File: config.mk
export PLATFORM = sky130hd
export DESIGN_NAME = mor_merge
export DESIGN_NICKNAME = d
export VERILOG_FILES = /design/src/hdl/mor_pkg.sv /design/src/hdl/mor_merge.sv
export SDC_FILE = /design/constraint.sdc
export NUM_CORES = 1
export LEC_CHECK = 0
export ABC_AREA = 1
export BUFFER_PORTS_ARGS = -buffer_cell sky130_fd_sc_hd__buf_2
export CORE_AREA = 3 3 206 208
export DETAILED_ROUTE_END_ITERATION = 8
export DIE_AREA = 0 0 209 211
export GPL_TIMING_DRIVEN = 0
export PLACE_DENSITY = 0.76
export SLEW_MARGIN = 10
export SYNTH_ARGS = -nofsm -noshare
export SYNTH_HDL_FRONTEND = slang
export SYNTH_SLANG_ARGS = --single-unit
File: constraint.sdc
create_clock -name clk -period 17.7 [get_ports clk]
set_clock_uncertainty 0.05 [all_clocks]
set_input_delay 0.885 -clock clk [delete_from_list [all_inputs] [get_ports clk]]
set_output_delay 0.885 -clock clk [all_outputs]
set_load 0.02 [all_outputs]
File: src/hdl/mor_pkg.sv
// ----------------------------------------------------------------------------
// mor_pkg
// Shared types and constants for the maximal ones rectangle row engine.
// ----------------------------------------------------------------------------
package mor_pkg;

  localparam int ROW_W      = 32;         // width of one matrix row item
  localparam int CFG_W      = 6;          // width of the column count register
  localparam int AREA_W     = 16;         // width of the reported area
  localparam int COLS_RESET = 32;         // column count after reset
  localparam int GROUP      = 8;          // lanes merged per group in the first max stage

  localparam logic [AREA_W-1:0] AREA_CAP = '1;

  // Per-row control broadcast from the sequencer to every column lane.
  typedef struct packed {
    logic update;   // a row is being applied this cycle
    logic first;    // the row opens a new matrix
  } lane_ctl_t;

endpackage

File: src/hdl/mor_merge.sv
// ----------------------------------------------------------------------------
// mor_merge
// Two-stage registered maximum over the lane areas and the running best.
// ----------------------------------------------------------------------------
module mor_merge #(
  parameter int MAX_COLS = 32
) (
  input  logic                        clk,
  input  logic                        rst,
  input  logic [mor_pkg::AREA_W-1:0]  areas [MAX_COLS],
  input  logic                        grp_en,
  input  logic                        fin_en,
  input  logic                        first,
  output logic [mor_pkg::AREA_W-1:0]  best
);

  localparam int NG = (MAX_COLS + mor_pkg::GROUP - 1) / mor_pkg::GROUP;

  logic [mor_pkg::AREA_W-1:0] gmax [NG];
  logic [mor_pkg::AREA_W-1:0] gmax_next [NG];
  logic [mor_pkg::AREA_W-1:0] best_next;

  always_comb begin
    for (int g = 0; g < NG; g++) begin
      gmax_next[g] = '0;
      for (int k = 0; k < mor_pkg::GROUP; k++) begin
        if (g * mor_pkg::GROUP + k < MAX_COLS) begin
          if (areas[g * mor_pkg::GROUP + k] > gmax_next[g]) begin
            gmax_next[g] = areas[g * mor_pkg::GROUP + k];
          end
        end
      end
    end
  end

  always_comb begin
    best_next = first ? '0 : best;
    for (int g = 0; g < NG; g++) begin
      if (gmax[g] > best_next) best_next = gmax[g];
    end
  end

  always_ff @(posedge clk) begin
    if (grp_en) begin
      gmax <= gmax_next;
    end
  end

  always_ff @(posedge clk) begin
    if (rst) begin
      best <= '0;
    end else if (fin_en) begin
      best <= best_next;
    end
  end

endmodule

Word-level counts from Yosys, hierarchy flattened
Index checks and enable logic that the tools add are counted.

operators by class
  add/sub/neg operators = 0
  multiply operators = 0
  div/mod/pow operators = 0
  magnitude comparators = 36
  eq/ne operators = 0
  shifts and indexed selects = 0
  muxes and demuxes = 37
  bitwise logic cells = 0
  reduce and logical (&&, ||, !) cells = 0

operators by type and width
  kind                                                  number
  2-to-1 mux 16 bit                                     37
  > comparator 16 bit                                   32
  > comparator 16 x 1 -> 1 bit (second input constant)  4

word-level totals
  register bits after elaboration = 80
  latch bits = 0
  memory bits (writable) = 0
  ROM bits = 0
  input bits = 517
  output and inout port bits = 16
  logic and storage cells = 78
  memories kept = 0

Logic depth before layout (Yosys ltp)
Gate-level depths: netlist (run 1).

  depth in word-level cells = 16
  gate-level depth with buffers = 95
  gate-level depth less buffers = 89

Least setup slack after synthesis (run 1)
No wires, ideal clock.

  kind = input-to-reg
  from = input port areas[373] (netlist name)
  to = register gmax[37] (netlist name) (data pin)
  setup time = 0.253 ns
  arrival = 12.266 ns
  data required time = 17.397 ns
  slack = 5.131 ns
  cell stages on the path = 75
  path buffers = 11
  cells stage by stage = inv_1 ha_1 a21oi_1 nor2_1 nor3_1 nand2_1 nand2_1 nand2_1 nand2_1 clkbuf_1 clkbuf_1 nand2_1 o21ai_0 ha_1 a21oi_1 nor2_1 a211oi_1 o21ai_0 [... 39 more ...] a211oi_1 o221a_2 nand2_2 buf_2 nand3b_1 nand2_1 ha_1 nand2_1 nor2_1 a211oi_1 nor2_1 a31oi_1 nand4_1 nand2_1 clkinv_1 clkbuf_1 nand2_1 nand2_1

RTL lines
  element               line             RTL
  from (decl)           mor_merge.sv:10  input logic [mor_pkg::AREA_W-1:0] areas [MAX_COLS],
  to (signal assigned)  mor_merge.sv:45  gmax <= gmax_next;
  to (decl)             mor_merge.sv:19  logic [mor_pkg::AREA_W-1:0] gmax [NG];

==> summary.md, run 1 <==
| Metric | Value |
|---|---|
| Clk sink count | `80` |
| Area contributors post-synth | `ha_1 (29%), nand2_1 (20%), edfxtp_1 (9.5%), o21ai_0 (8.8%), nand3_1 (4.7%)` |
| Worst r2r path cells | `44` |
| Worst-Skew Late Latency | `0.34 ns` |
| Mean cell area of the mapped netlist | `between 6 and 7 sq um` |
| Die Area | `about 44,000 sq um` |
| Area of the mapped netlist | `20,290 sq um` |
| Via count of the first global-routing pass | `21,596` |
| Total of buffers placed on input and output ports | `530` |
| Ports placed on the boundary | `533` |
| Worst Max-Slew Pin Slew | `roughly 0.89 ns` |
| Final ANT Viol Nets | `0` |
| Fraction of layout instances using a drive strength above 1 | `~17%` |
| Yosys top cell area share | `29.35%` |
| Post-route fraction of the period consumed by the critical path | `86.94%` |
| Warning count from the yosys run | `0` |
| Maximum operating frequency | `64.99 MHz` |
| Post CTS Setup Buffer Count | `0` |
| First-pass GRT wire length | `107,000 um` |
| Crit-path max FO | `10` |
| Routability-driven placement congestion ratio | `about 0.98` |
| Pwr Total | `~5.1 mW` |
| Synthesized net count | `approximately 4,200` |
| Clock Tree Root | `clkbuf_16` |
| Worst Hold End | `best[3]` |
| Violation count after the first detailed-routing iteration | `roughly 1,500` |
| Outcome | `finished clean` |
| Synth area leader | `ha_1` |
| Post-CTS Hold Fix Bufs | `0` |
| Worst hold path stage count | `2` |
| Die span in x | `209 um` |
| Hold WC Path Type | `reg -> reg` |
| Count of max-cap constraint violations | `0` |
| Sequential element share of the synthesized area | `11.05%` |
| Antenna violations before repair | `between 60 and 70` |
| Worst Setup Path Type | `in -> reg` |
| Fin. Hold Viols | `0` |
| Routed wire length per instance | `15.99 um` |
| DP Wirelength | `61,760 um` |
| Core Area | `~41,000 sq um` |
| Clock tree from TritonCTS | `done` |
| Hold_ws | `0.4368 ns` |
| Most frequent cell on the critical path | `nand2_1` |
| Netlist cell types | `44` |
| Setup repair after global routing missed its margin | `no` |
| CTS Buf Count | `9` |
| Initial Util | `49.81%` |
| Bufs on Longest Clock Path | `2` |
| Maximum number of pins on one net before global-route repair | `65` |
| Length of the first detailed-routing pass in iterations | `6` |
| Post-cts sizing count | `0` |
| #FFs+latches synth | `80` |
| Hold path startpoint | `best[3]` |
| # nets final | `4,725` |
| Clock-pin slew of the registers on the worst-case setup and hold paths | `~0.06 ns` |
| Number of synthesized flops with an enable pin | `64` |
| Synthesized instance count | `3,191` |
| Tightest slew margin relative to the limit | `39.23%` |
| Biggest cell delay along the critical path | `slightly above 0.4 ns` |
| Startpoint type of the worst setup path | `primary input` |
| Total overflow reported by the global router | `0` |
| Fin Setup TNS | `0 ns` |
| Required time at the worst-slack endpoint | `17.73 ns` |
| Filler cell count | `4,138` |
| Library cell contributing the largest single delay on the critical path | `clkbuf_1` |
| Power density normalized to cell area | `roughly 210 nW/um^2` |
| Number of vias in the routed layout | `23,499` |
| GR Util All Layers | `roughly 30%` |
| Kind of end point of the critical path | `flip-flop` |
| Routed wire length | `68,870 um` |
| IR drop worst, VDD | `0.2043 mV` |
| Reg-to-Reg Start | `best[1]` |
| Final critical delay including setup and external delays | `about 15 ns` |
| Register-to-Register Setup Slack | `~9.8 ns` |
| Leakage | `13.03 nW` |
| Std-Cell Rows | `74` |
| Vias per std cell | `~5.5` |
| R2R Path End | `best[6]` |
| Main flop type after synthesis | `edfxtp_1` |
| Share of synthesized flip-flops with an asynchronous set or reset | `0%` |
| Synthesis-to-layout area growth | `18.32%` |
| Finish-stage setup viols | `0` |
| WP data arrival | `15.42 ns` |
| Maximum level of the CTS H-tree | `3` |
| DIE HEIGHT | `211 um` |
| Final Slew Violations | `0` |
| DRC errors left | `0` |
[metrics by stage]
step           util, %  instance area (sq um)  cells  setup slack [ns]
3_3_place_gp     57.95                  23610   4253             2.277
6_report         58.93                  24010   4306             2.312
2_1_floorplan        -                  20290   3191             5.131
3_5_place_dp     57.96                  23610   4253             2.209
4_1_cts          58.69                  23910   4267             2.564
5_1_grt          58.92                  24000   4303            0.8095
[flip-flops by register name (all words and copies together) (netlist names)]
register and flops:
gmax 64, best 16
[cell families after synthesis]
logic type      after synthesis  share of synthesized area (%)
fa+ha+maj                   476                          29.35
buf+inv                     354                          6.826
flops                        80                          11.05
simple gates               1614                          34.52
compound gates              667                          18.25
[Yosys cell counts, types with 20 or more instances]
cell and number:
nand4_1 49, edfxtp_1 64, nand3_1 191, nand2_2 38
nand3b_1 56, o21ai_0 357, nor2_1 119, clkbuf_1 80
inv_1 244, a21oi_1 178, o21bai_1 20, nand2_1 1076
nor3_1 25, a211oi_1 34, ha_1 476
[worst max path at each step]
stage	startpoint	to	slack, ns	cells past startpoint
after floorplan	areas[373]	gmax[37]	5.13	75
after global placement	areas[101]	gmax[6]	2.28	72
after detailed placement	areas[383]	gmax[42]	2.21	74
after CTS	areas[383]	gmax[42]	2.56	74
after global routing	areas[485]	gmax[57]	0.81	75
final	areas[485]	gmax[57]	2.31	74
[final cells by class]
class / instances / area, sq um / share of cell area (%)
Multi-Input combinational cell: 2757 / 16660 / 69.41
Timing Repair Buffer: 530 / 2655 / 11.06
Sequential cell: 80 / 2242 / 9.339
Inverter: 252 / 945.9 / 3.940
Tap cell: 532 / 665.6 / 2.772
Buffer: 102 / 439.2 / 1.829
Clock buffer: 9 / 225.2 / 0.9380
Antenna cell: 39 / 97.59 / 0.4065
Clock inverter: 5 / 73.82 / 0.3075
[report_power, final]
| part | leakage (nW) | total, mW | switching (mW) | internal (mW) |
|---|---|---|---|---|
| clock network | 0.149 | 0.188 | 0.0674 | 0.121 |
| logic | 12.1 | 4.45 | 2.88 | 1.57 |
| registers | 0.759 | 0.467 | 0.0607 | 0.406 |
[layout by cell type, fill, tap and decap left out, types with 49 or more instances in the layout]
cell	count
nand2_1	1076
buf_2	538
ha_1	476
o21ai_0	357
inv_1	244
nand3_1	191
a21oi_1	178
nor2_1	119
clkbuf_1	80
edfxtp_1	64
nand3b_1	56
nand4_1	49
[critical path: cells and delay by family]
family	cells	cell delay [ns]
fa+ha+maj	7	2.14
compound gates	12	2.45
simple gates	40	5.64
buf+inv	15	4.32
[layer usage]
metal  routed length [um]  GRT usage (%)  up-vias
li1                     -              -    12184
met1                29140          37.31    10398
met2                32320          50.05      715
met3                 4783          5.644      164
met4                 2387          11.09       38
met5                  246              0        -
No activity file was read; power rests on OpenSTA's default activity.
==> inputs of run 2 (changes only) <==
--- a/config.mk
+++ b/config.mk
@@ -7,9 +7,9 @@
 export LEC_CHECK = 0
 export ABC_AREA = 1
 export BUFFER_PORTS_ARGS = -buffer_cell sky130_fd_sc_hd__buf_2
-export CORE_AREA = 3 3 206 208
+export CORE_AREA = 3 3 205 207
 export DETAILED_ROUTE_END_ITERATION = 8
-export DIE_AREA = 0 0 209 211
+export DIE_AREA = 0 0 208 210
 export GPL_TIMING_DRIVEN = 0
 export PLACE_DENSITY = 0.76
 export SLEW_MARGIN = 10
==> constraint.sdc (replaced) <==
create_clock -name clk -period 19.85 [get_ports clk]
set_clock_uncertainty 0.05 [all_clocks]
set_input_delay 0.9925 -clock clk [delete_from_list [all_inputs] [get_ports clk]]
set_output_delay 0.9925 -clock clk [all_outputs]
set_load 0.02 [all_outputs]
==> run 2 against run 1 <==
  * Final area hardly changed
  * Largest power group unchanged
  * Worst setup slack improved by 2.1 ns
  * Critical path type unchanged
  * Final cell count stayed put
  * First-iteration DRC count grew 11%
  * Total power down 11%
  * Critical path depth is 4 higher
  * Sequential power down 10%
  * Combinational power decreased by 11%
  * Largest cell class unchanged
  * Worst hold slack improved by 0.0057 ns
  * Utilization is 0.29 points higher
  * Flip-flop and latch count did not move
  * Register-to-register slack better by 2.2 ns
==> summary.md, run 2 (synthesis results as in run 1) <==
| Metric | Value |
|---|---|
| Required time at the worst-slack endpoint | `~20 ns` |
| WP data arrival | `15.61 ns` |
| Outcome | `finished clean` |
| Post CTS Setup Buffer Count | `0` |
| Pwr Total | `4.567 mW` |
| Final ANT Viol Nets | `0` |
| Std-Cell Rows | `74` |
| Startpoint type of the worst setup path | `primary input` |
| Die span in x | `208 um` |
| Most frequent cell on the critical path | `nand2_1` |
| Kind of end point of the critical path | `flip-flop` |
| Maximum number of pins on one net before global-route repair | `65` |
| Initial Util | `roughly 50%` |
| Routability-driven placement congestion ratio | `1.004` |
| Number of standard cells in the layout, taps in and fillers out | `4,306` |
| Post-CTS Hold Fix Bufs | `0` |
| Synthesis-to-layout area growth | `18.36%` |
| Routed wire length | `68,990 um` |
| Clock-pin slew of the registers on the worst-case setup and hold paths | `about 0.06 ns` |
| Vias per std cell | `5.441` |
| Total overflow reported by the global router | `0` |
| Setup repair after global routing missed its margin | `no` |
| Commonest non-fill, non-tap cell in the layout | `nand2_1` |
| CTS Buf Count | `9` |
| Post-DP Area | `23,610 sq um` |
| Clk sink count | `80` |
| Number of vias in the routed layout | `about 23,000` |
| DIE HEIGHT | `around 210 um` |
| Antenna violations before repair | `53` |
| Crit-path max FO | `10` |
| Maximum level of the CTS H-tree | `3` |
| Tightest slew margin relative to the limit | `41.00%` |
| # nets final | `4,725` |
| Via count of the first global-routing pass | `roughly 22,000` |
| Design Area, Final | `24,020 sq um` |
| Total of buffers placed on input and output ports | `530` |
| Length of the first detailed-routing pass in iterations | `7` |
| Fin Setup TNS | `0 ns` |
| Worst-Skew Late Latency | `0.34 ns` |
| Number of flip-flops under the largest register name | `64` |
| Worst Max-Slew Pin Slew | `0.8627 ns` |
| IR drop worst, VDD | `between 0.2 and 0.25 mV` |
| Worst Setup Path Type | `in -> reg` |
| Most frequent cells in the layout | `nand2_1 (1,076), buf_2 (538), ha_1 (476)` |
| Library cell contributing the largest single delay on the critical path | `a2111oi_0` |
| Core Area | `about 41,000 sq um` |
| Clock tree from TritonCTS | `done` |
| Most flop-heavy register | `gmax` |
| Fraction of layout instances using a drive strength above 1 | `17.05%` |
| Finish-stage setup viols | `0` |
| Post-cts sizing count | `0` |
| Maximum operating frequency | `64.63 MHz` |
| Hold WC Path Type | `reg -> reg` |
| Worst setup slack after layout | `4.378 ns` |
| Biggest cell delay along the critical path | `0.59 ns` |
| Clock Tree Root | `clkbuf_16` |
| DRC errors left | `0` |
| Violation count after the first detailed-routing iteration | `1,681` |
| First-pass GRT wire length | `107,000 um` |
| Fin. Hold Viols | `0` |
| Ports placed on the boundary | `533` |
| Bufs on Longest Clock Path | `2` |
| Leakage | `13.03 nW` |
| Registers with the most flip-flops | `gmax: 64 flops, best: 16 flops` |
| DP Wirelength | `61,790 um` |
| Post-route fraction of the period consumed by the critical path | `77.95%` |
| Core Util, Final | `59.23%` |
| Routed wire length per instance | `~16 um` |
| Die Area | `43,680 sq um` |
| Post-Place Setup Slack | `about 4.3 ns` |
| GR Util All Layers | `between 20% and 30%` |
| Final Slew Violations | `0` |
| Number of placed instances with taps included | `around 4,300` |
| Count of max-cap constraint violations | `0` |
| Hold_ws | `between 0.4 and 0.5 ns` |
| Power density normalized to cell area | `about 190 nW/um^2` |
| Final critical delay including setup and external delays | `15.47 ns` |
[run 2: cell count changes in the layout (fill, tap and decap cells not counted), sizes merged]
cell,delta
clkbuf,+1
clkinv,-1
clkinvlp,+2
diode,-2
[run 2: routing by layer]
layer	up-vias	GRT usage (%)	part of all wire (%)
met2	680	50.35	47
li1	12168	-	-
met4	36	11.16	3.4
met3	148	5.477	6.4
met5	-	0	0.35
met1	10395	37.70	43
[run 2: final timing paths]
check | to | cells past startpoint | slack, ns | from
setup / recovery | gmax[7] | 78 | 4.38 | areas[117]
hold / removal | best[5] | 2 | 0.44 | best[5]
setup reg to reg | best[11] | 39 | 12.01 | best[11]
hold reg to reg | best[5] | 2 | 0.44 | best[5]
[run 2: worst max-delay path, delay by kind of cell]
family                   cells  cell delay [ns]
AND/OR/NAND/NOR             37             4.33
adder cells (fa/ha/maj)      7             2.14
AO/OA/AOI/OAI               19             3.81
buffers and inverters       15             4.30
[run 2: layout make-up]
class / instances / area (sq um)
multi-input combinational: 2757 / 16660
fill: 4123 / 16540
timing repair buffer: 530 / 2655
sequential: 80 / 2242
inverter: 252 / 945.9
tap: 532 / 665.6
buffer: 102 / 439.2
clock buffer: 10 / 229.0
antenna: 37 / 92.59
clock inverter: 6 / 83.83
[run 2: power breakdown]
group / leakage [nW] / total [mW] / internal [mW] / switching (mW)
clock network: 0.146 / 0.173 / 0.109 / 0.0636
logic: 12.1 / 3.97 / 1.41 / 2.57
registers: 0.759 / 0.419 / 0.362 / 0.0568
total: 13.0 / 4.57 / 1.88 / 2.69
