<file path="src/hdl/mor_pkg.sv">
// ----------------------------------------------------------------------------
// mor_pkg
// Shared types and constants for the maximal ones rectangle row engine.
// ----------------------------------------------------------------------------
package mor_pkg;

  localparam int ROW_W      = 32;         // width of one matrix row item
  localparam int CFG_W      = 6;          // width of the column count register
  localparam int AREA_W     = 16;         // width of the reported area
  localparam int COLS_RESET = 32;         // column count after reset
  localparam int GROUP      = 8;          // lanes merged per group in the first max stage

  localparam logic [AREA_W-1:0] AREA_CAP = '1;

  // Per-row control broadcast from the sequencer to every column lane.
  typedef struct packed {
    logic update;   // a row is being applied this cycle
    logic first;    // the row opens a new matrix
  } lane_ctl_t;

endpackage

</file>
<file path="src/hdl/mor_lane.sv">
// ----------------------------------------------------------------------------
// mor_lane
// One column lane: keeps height and bounds of its column and forms its area.
// ----------------------------------------------------------------------------
module mor_lane #(
  parameter int MAX_COLS = 32,
  parameter int MAX_ROWS = 1024,
  parameter int IDX      = 0,
  parameter int CW       = 5,
  parameter int HW       = 11
) (
  input  logic                            clk,
  input  logic                            rst,
  input  mor_pkg::lane_ctl_t              ctl,
  input  logic [MAX_COLS-1:0]             cells,
  input  logic                            active,
  input  logic [CW-1:0]                   nm1,
  output logic [mor_pkg::AREA_W-1:0]      area
);

  localparam int RST_N = (MAX_COLS < mor_pkg::COLS_RESET) ? MAX_COLS : mor_pkg::COLS_RESET;
  localparam int PW    = CW + 1 + HW;

  logic [HW-1:0] height, height_next;
  logic [CW-1:0] left, left_next;
  logic [CW-1:0] right, right_next;
  logic [mor_pkg::AREA_W-1:0] area_next;

  logic [HW-1:0] h0;
  logic [CW-1:0] l0, r0, rs, re;
  logic signed [CW+1:0] wd;
  logic [PW-1:0] prod;
  logic [PW+mor_pkg::AREA_W-1:0] prod_ext;

  // Start of the current run of ones (left) and its end (right).
  always_comb begin
    rs = '0;
    for (int j = 0; j < IDX; j++) begin
      if (!cells[j]) rs = CW'(j + 1);
    end
    re = nm1;
    for (int j = MAX_COLS - 1; j > IDX; j--) begin
      if (!cells[j]) re = CW'(j - 1);
    end
  end

  always_comb begin
    h0 = ctl.first ? '0 : height;
    l0 = ctl.first ? '0 : left;
    r0 = ctl.first ? nm1 : right;
    height_next = h0;
    left_next   = l0;
    right_next  = r0;
    area_next   = '0;
    wd          = '0;
    prod        = '0;
    prod_ext    = '0;
    if (active) begin
      if (cells[IDX]) begin
        height_next = (h0 < HW'(MAX_ROWS)) ? h0 + HW'(1) : h0;
        left_next   = (l0 < rs) ? rs : l0;
        right_next  = (r0 > re) ? re : r0;
        wd = $signed({2'b00, right_next}) - $signed({2'b00, left_next})
             + $signed((CW+2)'(1));
        prod     = PW'(wd[CW:0]) * PW'(height_next);
        prod_ext = (PW+mor_pkg::AREA_W)'(prod);
        // A bound pair left crossed by a column count change gives a negative
        // width, which wraps to a huge area and so saturates.
        if (wd[CW+1]) begin
          area_next = mor_pkg::AREA_CAP;
        end else if (prod_ext > (PW+mor_pkg::AREA_W)'(mor_pkg::AREA_CAP)) begin
          area_next = mor_pkg::AREA_CAP;
        end else begin
          area_next = prod_ext[mor_pkg::AREA_W-1:0];
        end
      end else begin
        height_next = '0;
        left_next   = '0;
        right_next  = nm1;
      end
    end
  end

  always_ff @(posedge clk) begin
    if (rst) begin
      height <= '0;
      left   <= '0;
      right  <= CW'(RST_N - 1);
      area   <= '0;
    end else if (ctl.update) begin
      height <= height_next;
      left   <= left_next;
      right  <= right_next;
      area   <= area_next;
    end
  end

endmodule

</file>
<file path="config.mk">
export PLATFORM = sky130hd
export DESIGN_NAME = mor_lane
export DESIGN_NICKNAME = d
export VERILOG_FILES = /design/src/hdl/mor_pkg.sv /design/src/hdl/mor_lane.sv
export SDC_FILE = /design/constraint.sdc
export NUM_CORES = 1
export LEC_CHECK = 0
export BUFFER_PORTS_ARGS = -buffer_cell sky130_fd_sc_hd__clkbuf_2
export CAP_MARGIN = 20
export CORE_UTILIZATION = 54
export CTS_BUF_LIST = sky130_fd_sc_hd__clkbuf_8 sky130_fd_sc_hd__clkbuf_16
export DETAILED_ROUTE_END_ITERATION = 16
export MAX_ROUTING_LAYER = met4
export PLACE_DENSITY = 0.78
export SYNTH_ARGS = -nofsm -noshare
export SYNTH_HDL_FRONTEND = slang
export SYNTH_SLANG_ARGS = --single-unit
export TNS_END_PERCENT = 5
</file>
<file path="constraint.sdc">
create_clock -name clk -period 9.9 [get_ports clk]
set_input_delay 1.98 -clock clk [delete_from_list [all_inputs] [get_ports clk]]
set_output_delay 1.98 -clock clk [all_outputs]
set_load 0.02 [all_outputs]
</file>
* Word-level counts from Yosys, hierarchy flattened *
Index checks and enable logic that the tools add are counted.
W data, S select, Z words.

operators by class
  $lt $le $gt $ge = 4
  $mul = 1
  multiplexer cells = 47
  add/subtract/negate cells = 3

operator list
  cell                     number
  $mux W5                  39
  $mux W16                 4
  $mux W11                 4
  $gt A17 B16 Y1 const B   1
  $mul A6 B11 Y17          1
  $add A11 B1 Y11 const B  1
  $lt A11 B11 Y1 const B   1
  $add A6 B2 Y7 const B    1
  $sub A5 B5 Y6            1
  $gt A5 B5 Y1             1
  $lt A5 B1 Y1 const B     1

storage, ports and cells
  output and inout port bits = 16
  flip-flop bits (word level) = 37
  word-level logic and storage cells = 59
  input bits = 42

* Longest topological paths before layout *
Gate-level depths: netlist of the first run.

  depth in word-level cells = 41
  depth in mapped cells = 36
  gate-level depth less buffers = 34

* Worst setup path after synthesis of the first run *
No wires, ideal clock.

  path kind = in2reg
  start point = input ctl[0] (netlist bit)
  end point = register area[13] (netlist bit)
  stages on the path = 30
  arrival = 9,771 ps
  path buffers = 4
  setup time = 120 ps
  required time = 9,780 ps
  path slack = 9 ps
  cell sequence = clkbuf_1 buf_1 mux2_2 ha_1 and3_1 o21a_1 o31ai_1 o21ai_0 ha_1 fa_1 nand2b_1 a21oi_1 xor2_1 and3_1 nand2_1 a32o_1 buf_2 or2_1 fa_1 fa_1 fa_1 inv_1 ha_1 a211oi_1 o21ai_2 a311oi_2 mux2_4 a311o_4 buf_6 o31a_1

between the ends
  word-level cells in the longest chain between the ends = 11
  elaborated cells between the ends (all ways) = 18
  those cells by class = add/sub (3); mul (1); order compare (4); mux (10)

ends and longest elaborated chain
  element                                              line                            text
  start, declared                                      mor_lane.sv:14                  input mor_pkg::lane_ctl_t ctl,
  $mux W5 (on tied branches)                           mor_lane.sv:50, mor_lane.sv:49
  $gt A5 B5 Y1 / $lt A5 B1 Y1 (equally long branches)  mor_lane.sv:62, mor_lane.sv:61
  $mux W5 (on tied branches)                           mor_lane.sv:62, mor_lane.sv:61
  $sub A5 B5 Y6                                        mor_lane.sv:63                  wd = $signed({2'b00, right_next}) - $signed({2'b00, left_next})
  $add A6 B2 Y7                                        mor_lane.sv:64                  + $signed((CW+2)'(1));
  $mul A6 B11 Y17                                      mor_lane.sv:65                  prod = PW'(wd[CW:0]) * PW'(height_next);
  $gt A17 B16 Y1                                       mor_lane.sv:71                  end else if (prod_ext > (PW+mor_pkg::AREA_W)'(mor_pkg::AREA_CAP)) begin
  $mux W16                                             mor_lane.sv:71
  $mux W16 (*)                                         mor_lane.sv:69                  if (wd[CW+1]) begin
  $mux W16 (*)                                         mor_lane.sv:59                  if (cells[IDX]) begin
  $mux W16 (*)                                         mor_lane.sv:58                  if (active) begin
  end signal, assigned                                 mor_lane.sv:94                  area <= area_next;
  end, declared                                        mor_lane.sv:18                  output logic [mor_pkg::AREA_W-1:0] area

Every way passes the cells marked *; elsewhere a longest branch is shown, timed or not.
A chain may end at the register's enable or synchronous reset.

* Worst setup path in the final report of the first run *
  start point = input nm1[1]
  end point = register area[8] (netlist bit)

between the ends
  word-level cells in the longest chain between the ends = 41
  elaborated cells between the ends (all ways) = 42
  those cells by class = add/sub (2); mul (1); order compare (2); mux (37)

ends and longest elaborated chain
  element                line            text
  start, declared        mor_lane.sv:17  input logic [CW-1:0] nm1,
  $mux W5 (31 in a row)  mor_lane.sv:43  if (!cells[j]) re = CW'(j - 1);
  $gt A5 B5 Y1           mor_lane.sv:62  right_next = (r0 > re) ? re : r0;
  $mux W5 (*)            mor_lane.sv:62
  $sub A5 B5 Y6 (*)      mor_lane.sv:63
  $add A6 B2 Y7 (*)      mor_lane.sv:64
  $mul A6 B11 Y17        mor_lane.sv:65
  $gt A17 B16 Y1         mor_lane.sv:71
  $mux W16               mor_lane.sv:71
  $mux W16 (*)           mor_lane.sv:69
  $mux W16 (*)           mor_lane.sv:59
  $mux W16 (*)           mor_lane.sv:58

Marked as above.

==> impl_metrics.yaml, run 1 <==
run_status:
  status: "completed"
cts:
  clock_path_buffers: 2
  cts_made_buffers: 5
  root_buffer: "clkbuf_8"
  clk_latency_ns: 0.30
  cts_htree_levels: 2
  path_clk_slew_ns: 0.08
  cts_tree: "built"
  numClockSinks: 37
pwr:
  p_seq_share_pct: 32.1
  ir_worst_vdd_v: 0.0000626
  p_leak_nw: 2.33
  power_switching_uw: 176
  total_power_uw: 488
  combPwrFrac_pct: 38.4
  p_sw_share_pct: 36.0
  clkPwrFrac_pct: 29.4
  p_int_uw: 312
  p_per_area_nw_per_um2: 92.5
setup_path:
  reg2reg_slack_ns: 2.25
  cp_data_required_time_ns: 10.07
  end_kind: "flip-flop"
  crit_slowest_cell: "fa_1"
  cpMostUsedCell: "fa_1"
  r2r_cells: 30
  critPathKind: "in2reg"
  path_max_fanout: 16
  rr_endpoint: "area[8]"
  start_kind: "primary input"
  r2r_start: "right[1]"
  worst_path_largest_cell_delay_ns: 0.55
  worstPathArrival_ns: 9.79
sta:
  period_needed_ns: 9.62
  fin_worst_skew_ns: 0.00926
  fin_crit_sh_pct: 97.1
  worst_slack_ns: 0.285
  setup_viol: 0
  clock.fmax_mhz: 104
  slew_headroom_pct: 39.3
  hold_violations: 0
  drv_slew: 0
  worst_slew_pin_slew_ns: 0.905
  tns_ns: 0
placement:
  hpwlAfterDp_um: 9220
  port_buffers: 57
  place_inst: 763
  dp_slack_ns: -0.145
  gp_congestion: 0.914
die:
  pin_count: 58
  die_area_sq_um: 8980
  rows: 33
  die_h_um: 94.8
  core-area_sq_um: 8260
  die-width_um: 94.8
  initial_utilization_pct: 56.3
synth:
  synthTopCellsByCount: "inv_1 (72), nor2_1 (71), nand2_1 (68)"
  ys_async_sr_fraction_pct: 0
  synth_edf_count: 0
  netlist_area_sq_um: 4650
  synth_seq_cells: 37
  syn_avg_cell_area_sq_um: 7.67
  syn_inst: 606
  synth_area_leaders: "fa_1 (16%), dfxtp_1 (16%), ha_1 (10%)"
  ys_types: 65
  yosysMostFrequentCell: "inv_1"
  syn_nets: 723
  seq_area_frac_synth_pct: 15.9
  yosys_warnings: 0
  synth_top_area_cell: "fa_1"
  ys.flop_type: "dfxtp_1"
  yosys.area.top_type_share_pct: 16.4
finish:
  nFillCells: 739
  fin_util_pct: 63.9
  area.growth.synth_to_final_pct: 13.5
  fin_cells: 773
  final_nets: 784
  antenna_cells: 0
  layout-drive-gt1-share_pct: 16.8
run:
  maxCapViolCount: 0
route:
  drcViolationCount: 0
  drt-total-wl_um: 11400
  viasPerCell: 5.77
  vias: 4460
  ant_nets: 0
  first_iter_violations: 287
  dr.pass1.iters: 5
  wire_per_inst_um: 14.8
global_route:
  grt_pass1_vias: 4330
  overflow: 0
  grt_pass1_wl_um: 19600
  grt_max_degree: 21
  antenna_found_initial: 0
  grt_use_total_pct: 28.4
hold_path:
  hold_path_class: "reg2reg"
  hold_end: "area[12]"
  min-delay-start: "area[12]"
  whs_path_depth: 2
[layout by cell type (no fill, tap or decap), drive strengths merged, types with 3 or more instances in the layout]
cell,netlist,final
a211oi,8,8
a21o,4,4
a21oi,22,22
a22oi,10,10
a311oi,3,3
a31oi,5,5
and2,9,9
and3,3,3
and4,4,4
buf,5,19
clkbuf,17,63
dfxtp,37,37
fa,38,38
ha,37,37
inv,72,72
mux2,4,4
mux2i,5,5
nand2,68,68
nand2b,15,15
nand3,9,9
nand4,12,12
nor2,71,71
nor2b,15,15
nor3,19,19
nor3b,3,3
o211ai,3,3
o21a,4,4
o21ai,35,35
o221ai,3,3
or2,9,9
or3,4,4
xnor2,17,17
xor2,6,6
[final cells by class]
type | count | area, sq um | share of cell area (%)
clock buffer | 6 | 82.6 | 1.57
clock inverter | 2 | 37.5 | 0.712
inverter | 72 | 270 | 5.12
multi-input combinational | 475 | 3580 | 67.9
sequential | 37 | 741 | 14.0
tap | 105 | 131 | 2.49
timing repair buffer | 76 | 428 | 8.11
[worst max-delay path by stage]
| stage | startpoint | endpoint | slack, ns | cells past startpoint |
|---|---|---|---|---|
| after global placement | nm1[1] | area[15] | 0.05 | 34 |
| after floorplan | ctl[0] | area[13] | 0.009 | 30 |
| after detailed placement | nm1[1] | area[15] | -0.15 | 34 |
| final | nm1[1] | area[8] | 0.28 | 35 |
| after global routing | cells[26] | area[2] | -0.01 | 35 |
| after CTS | nm1[1] | area[15] | 0.13 | 34 |
[cell families (layout without fill, tap and decap cells)]
logic type      count (synthesis)  after routing  share of synthesized area (%)
simple gates                  245            245                           25.2
mux                             9              9                           2.13
xor+xnor                       23             23                           4.33
buf+inv                        94            156                           7.86
flops                          37             37                           15.9
fa+ha+maj                      75             75                           26.3
compound gates                123            123                           18.2
[timing repair]
action,in CTS,in global routing
hold buffers,0,0
setup buffers,0,2
resized for setup,0,8
endpoints found under the setup margin,0,16
[layer usage]
layer | up-vias | share of wire (%) | track usage [%]
met5 | - | 0 | -
met4 | 0 | 2.1 | 8.33
met3 | 24 | 6.5 | 4.59
met2 | 151 | 46 | 45.2
met1 | 2103 | 45 | 37.2
li1 | 2182 | - | -
[registers in the layout (all words and copies together) (netlist names)]
name    count
area       16
height     11
left        5
right       5
[power by group through the flow]
stage	logic, mW	registers, mW	clock network, mW
2_1_floorplan	0.111	0.163	0
3_3_place_gp	0.172	0.160	0
3_5_place_dp	0.176	0.160	0
4_1_cts	0.176	0.157	0.144
5_1_grt	0.204	0.157	0.151
6_report	0.188	0.157	0.144
[critical path: cells and delay by family]
family	cells	cell delay (ns)
AO/OA/AOI/OAI	12	2.52
XOR/XNOR	1	0.19
adder cells (fa/ha/maj)	7	2.65
buffers and inverters	6	0.64
multiplexers	1	0.34
AND/OR/NAND/NOR	8	1.47
[metrics by stage]
step           hold slack, ns  instance area [sq um]
6_report                0.454                   5270
5_1_grt                 0.496                   5270
4_1_cts                 0.460                   5220
3_5_place_dp            0.442                   5100
3_3_place_gp            0.437                   5100
2_1_floorplan           0.421                   4650
No activity file was read; power rests on OpenSTA's default activity.
==> run 2, diff against run 1 <==
Settings changed: CELL_PAD_IN_SITES_DETAIL_PLACEMENT set to 0, CELL_PAD_IN_SITES_GLOBAL_PLACEMENT set to 1, CORE_UTILIZATION 54 to 40, PLACE_DENSITY 0.78 to unset, PLACE_DENSITY_LB_ADDON set to 0.1.
==> run 2 against run 1 <==
Net effect:
- power is 16% higher
- clock power is 44% higher
- clock skew is 0.00097 ns lower
- worst hold slack worse by 0.0019 ns
- utilization is 15 points lower
- via count is 1.0% lower
- non-clock buffer count is 13 higher
- critical path depth is 1 higher
- clock-buffer cell count is 1 lower
- wire length is 7.9% higher
- flip-flop and latch count stayed put
- fmax is 1.4% higher
- critical path type unchanged
- critical endpoint is now area[7]
- largest cell class unchanged
==> impl_metrics.yaml, run 2 (synthesized netlist as in run 1, its figures left out) <==
global_route:
  grt_max_degree: 21
  grt_pass1_wl_um: 20500
  overflow: 0
  grt_pass1_vias: 4248
  grt_use_total_pct: 22.4
  antenna_found_initial: 0
finish:
  area.growth.synth_to_final_pct: 20.1
  multi_input_area_sq_um: 3670
  largestRegisters: "area x16, height x11"
  layout_common_cells: "inv_1 (72), nor2_1 (70), nand2_1 (68)"
  fin_util_pct: 49.1
  antenna_cells: 0
  largest_reg_flops: 16
  final_common_cell: "inv_1"
  nFillCells: 1154
  final_nets: 798
  seqCellArea_sq_um: 741
  regMostFlops: "area"
  layout-drive-gt1-share_pct: 20.8
cts:
  root_buffer: "clkbuf_16"
  cts_made_buffers: 5
  path_clk_slew_ns: 0.06
  clock_path_buffers: 2
  cts_htree_levels: 2
  ctsHoldBuffers: 0
  clk_latency_ns: 0.29
  numClockSinks: 37
  cts_tree: "built"
sta:
  fin_hold_ws_ns: 0.452
  clock.fmax_mhz: 105
  tns_ns: 0
  worst_slew_pin_slew_ns: 1.01
  slew_headroom_pct: 32.9
  fin_worst_skew_ns: 0.00829
  drv_slew: 0
  period_needed_ns: 9.49
  hold_violations: 0
  setup_viol: 0
  worst_slack_ns: 0.414
  fin_crit_sh_pct: 95.8
hold_path:
  hold_end: "area[2]"
  hold_path_class: "reg2reg"
  whs_path_depth: 2
  min-delay-start: "area[2]"
pwr:
  p_leak_nw: 2.45
  p_per_area_nw_per_um2: 101
  ir_worst_vdd_v: 0.0000595
  total_power_uw: 564
setup_path:
  start_kind: "primary input"
  critPathKind: "in2reg"
  end_kind: "flip-flop"
  worst_path_largest_cell_delay_ns: 0.55
  crit_family: "compound AO/OA/AOI/OAI gates"
  rr_endpoint: "area[7]"
  path_max_fanout: 8
  r2r_start: "right[1]"
  r2r_cells: 31
  critPathBufInv: 6
  worstPathArrival_ns: 9.63
  cp_data_required_time_ns: 10.04
  crit_slowest_cell: "fa_1"
  reg2reg_slack_ns: 2.39
die:
  die_area_sq_um: 12100
  die_h_um: 110
  pin_count: 58
  initial_utilization_pct: 40.9
  die-width_um: 110
  core-area_sq_um: 11400
  rows: 39
run:
  maxCapViolCount: 0
route:
  drcViolationCount: 0
  drt-total-wl_um: 12300
  wl_met3_um: 382
  viasPerCell: 5.35
  top_layer: "met4"
  wire_per_inst_um: 14.9
  first_iter_violations: 247
  wl_met1_um: 6450
  vias: 4414
  dr.pass1.iters: 5
  met2WireLength_um: 5350
  ant_nets: 0
placement:
  gp_congestion: 0.825
  hpwlAfterDp_um: 9950
  port_buffers: 57
  dp_slack_ns: -0.190
run_status:
  status: "completed"
-- run 2: cell types whose count changed in the layout (fill, tap and decap cells not counted), moves of 2 or more --
cell,change
clkbuf_8,-6
clkbuf_16,+5
nor3_2,+7
nor3_1,-7
o21ai_2,+2
buf_4,+13
-- run 2: repair_timing --
| item | 4_1_cts | 5_1_grt |
|---|---|---|
| endpoints found under the hold margin | 0 | 0 |
| resized for setup | 0 | 27 |
| setup endpoints to repair | 0 | 16 |
| setup buffers | 0 | 3 |
-- run 2: area by class of cell --
cell class | instances | share of cell area (%)
clock buffers | 5 | 2.24
multi-input cells | 476 | 65.9
flip-flops and latches | 37 | 13.3
repair buffers | 89 | 9.42
well taps | 143 | 3.21
inverters | 72 | 4.84
clock inverters | 3 | 1.17
-- run 2: metal layers --
metal | vias to the layer above | global-route usage [%]
li1 | 2218 | -
met1 | 2111 | 31.7
met3 | 11 | 2.55
met5 | - | -
met2 | 74 | 34.2
met4 | 0 | 4.76
-- run 2: tightest hold or removal path, stage by stage, from the launching register on --
cell     delay (ns)
dfxtp_1        0.32
nand2_1        0.04
o21ai_0        0.06
-- run 2: power breakdown --
| part | internal [mW] | switching (mW) |
|---|---|---|
| Sequential | 0.154 | 0.00278 |
| Clock | 0.144 | 0.0643 |
| Combinational | 0.0832 | 0.116 |
-- run 2: worst max-delay path by stage --
| stage | start | to | slack (ns) | cells past startpoint |
|---|---|---|---|---|
| 4_1_cts | nm1[1] | area[15] | 0.08 | 34 |
| 2_1_floorplan | ctl[0] | area[13] | 0.009 | 30 |
| 3_5_place_dp | nm1[1] | area[15] | -0.19 | 33 |
| 3_3_place_gp | nm1[1] | area[15] | -0.14 | 34 |
| 6_report | cells[26] | area[7] | 0.41 | 36 |
| 5_1_grt | cells[25] | area[6] | -0.03 | 36 |
-- run 2: per-stage QoR --
| stage | instances | cell area, sq um |
|---|---|---|
| after global routing | 825 | 5580 |
| after global placement | 813 | 5240 |
| final | 825 | 5580 |
| after floorplan | 606 | 4650 |
| after detailed placement | 813 | 5240 |
| after CTS | 821 | 5430 |
==> run 3, diff against run 2 <==
Clock period 9.9 ns to 8.4 ns, I/O delays scaled along.
==> run 3 against run 2 <==
Net effect:
- the flow now finishes with violations (negative setup slack)
- flip-flop and latch count unchanged
- clock power down 7%
- global-route usage up 3.2 points
- worst hold slack worse by 0.0023 ns
- die area unchanged
- via count up 7.4%
- critical endpoint unchanged
- final cell count up 9.8%
- setup slack worse by 0.98 ns
- critical path type unchanged
- largest power group is now combinational cells
- final area up 13%
- first-iteration DRC count up 5.7%
==> impl_metrics.yaml, run 3 (synthesized netlist as in run 1, its figures left out) <==
sta:
  rsz0062_at_grt: "true"
  worst_slack_ns: -0.569
  setup_viol: 16
  period_needed_ns: 8.97
  drv_slew: 0
  fin_crit_sh_pct: 107
  worst_slew_pin_slew_ns: 1.24
  hold_violations: 0
  tns_ns: -7.66
  clock.fmax_mhz: 111
  slew_headroom_pct: 17.1
  fin_hold_ws_ns: 0.450
  fin_worst_skew_ns: 0.00628
global_route:
  grt_pass1_vias: 4714
  overflow: 0
  grt_pass1_wl_um: 22900
  grt_use_total_pct: 25.6
  grt_max_degree: 22
  antenna_found_initial: 0
pwr:
  total_power_uw: 679
  p_leak_nw: 2.84
  ir_worst_vdd_v: 0.0000953
  p_per_area_nw_per_um2: 107
cts:
  cts_htree_levels: 2
  clk_latency_ns: 0.30
  path_clk_slew_ns: 0.06
  root_buffer: "clkbuf_16"
  clock_path_buffers: 2
  cts_tree: "built"
  numClockSinks: 37
  cts_made_buffers: 5
finish:
  fin_util_pct: 55.7
  area.growth.synth_to_final_pct: 36.1
  antenna_cells: 0
  regMostFlops: "area"
  layout_common_cells: "buf_4 (111), inv_1 (70), nand2_1 (68)"
  multi_input_area_sq_um: 3860
  largest_reg_flops: 16
  final_common_cell: "buf_4"
  seqCellArea_sq_um: 741
  layout-drive-gt1-share_pct: 32.8
  nFillCells: 1094
  final_nets: 879
  largestRegisters: "area x16, height x11"
  final_cell_area_sq_um: 6330
  fin_cells: 906
die:
  die-width_um: 110
  die_area_sq_um: 12100
  pin_count: 58
  die_h_um: 110
  initial_utilization_pct: 40.9
  rows: 39
  core-area_sq_um: 11400
route:
  drt-total-wl_um: 13800
  wl_met1_um: 6710
  met2WireLength_um: 6270
  first_iter_violations: 261
  vias: 4739
  wl_met3_um: 563
  top_layer: "met4"
  ant_nets: 0
  viasPerCell: 5.23
  drcViolationCount: 0
  wire_per_inst_um: 15.2
  dr.pass1.iters: 5
placement:
  place_inst: 888
  port_buffers: 57
  dp_slack_ns: -1.09
  dpl_cell_area_sq_um: 5880
  gp_congestion: 0.878
  hpwlAfterDp_um: 10700
setup_path:
  critPathBufInv: 6
  start_kind: "primary input"
  path_max_fanout: 8
  crit_slowest_cell: "fa_1"
  worstPathArrival_ns: 9.13
  worst_path_largest_cell_delay_ns: 0.55
  crit_family: "adder cells"
  critPathKind: "in2reg"
  end_kind: "flip-flop"
  cp_data_required_time_ns: 8.56
run_status:
  violations: "negative setup slack"
  status: "complete, but fails checks"
hold_path:
  hold_path_class: "reg2reg"
run:
  maxCapViolCount: 0
-- run 3: cell count changes in the layout (fill, tap and decap cells not counted), sizes merged --
cell	before	now
clkinv	1	2
a32o	2	3
bufinv	2	0
clkinvlp	0	1
buf	32	112
-- run 3: final cells by class --
| cell class | count | share of cell area (%) |
|---|---|---|
| Multi-Input combinational cell | 477 | 61.1 |
| Timing Repair Buffer | 169 | 17.9 |
| Sequential cell | 37 | 11.7 |
| Inverter | 72 | 4.27 |
| Tap cell | 143 | 2.83 |
| Clock buffer | 5 | 1.98 |
| Clock inverter | 3 | 0.277 |
-- run 3: tightest hold or removal path: stages, from the launching register on --
cell and delay, ns:
dfxtp_1 0.31, nand2_1 0.05, o21ai_1 0.05
-- run 3: worst paths after layout --
kind | slack [ns] | cells after the start | end | startpoint
setup / recovery | -0.57 | 36 | area[7] | cells[26]
hold / removal | 0.45 | 2 | area[3] | area[3]
setup reg to reg | 1.09 | 30 | area[7] | right[3]
hold reg to reg | 0.45 | 2 | area[3] | area[3]
-- run 3: what timing repair did --
item	4_1_cts	5_1_grt
buffers inserted	2	5
endpoints found under the hold margin	0	0
gates resized for setup	29	18
hold buffers	0	0
endpoints found under the setup margin	16	16
cloned	2	0
pin swaps	32	16
-- run 3: power by group --
group          switching (mW)  internal, mW  leakage (nW)
Clock                  0.0846         0.109        0.0696
Sequential            0.00325         0.182         0.300
Combinational           0.157         0.143          2.47
-- run 3: routing by layer --
layer  up-vias  GRT usage (%)
li1       2375              -
met1      2244           35.1
met2       104           39.5
met3        16           3.91
met4         0           6.38
met5         -              -
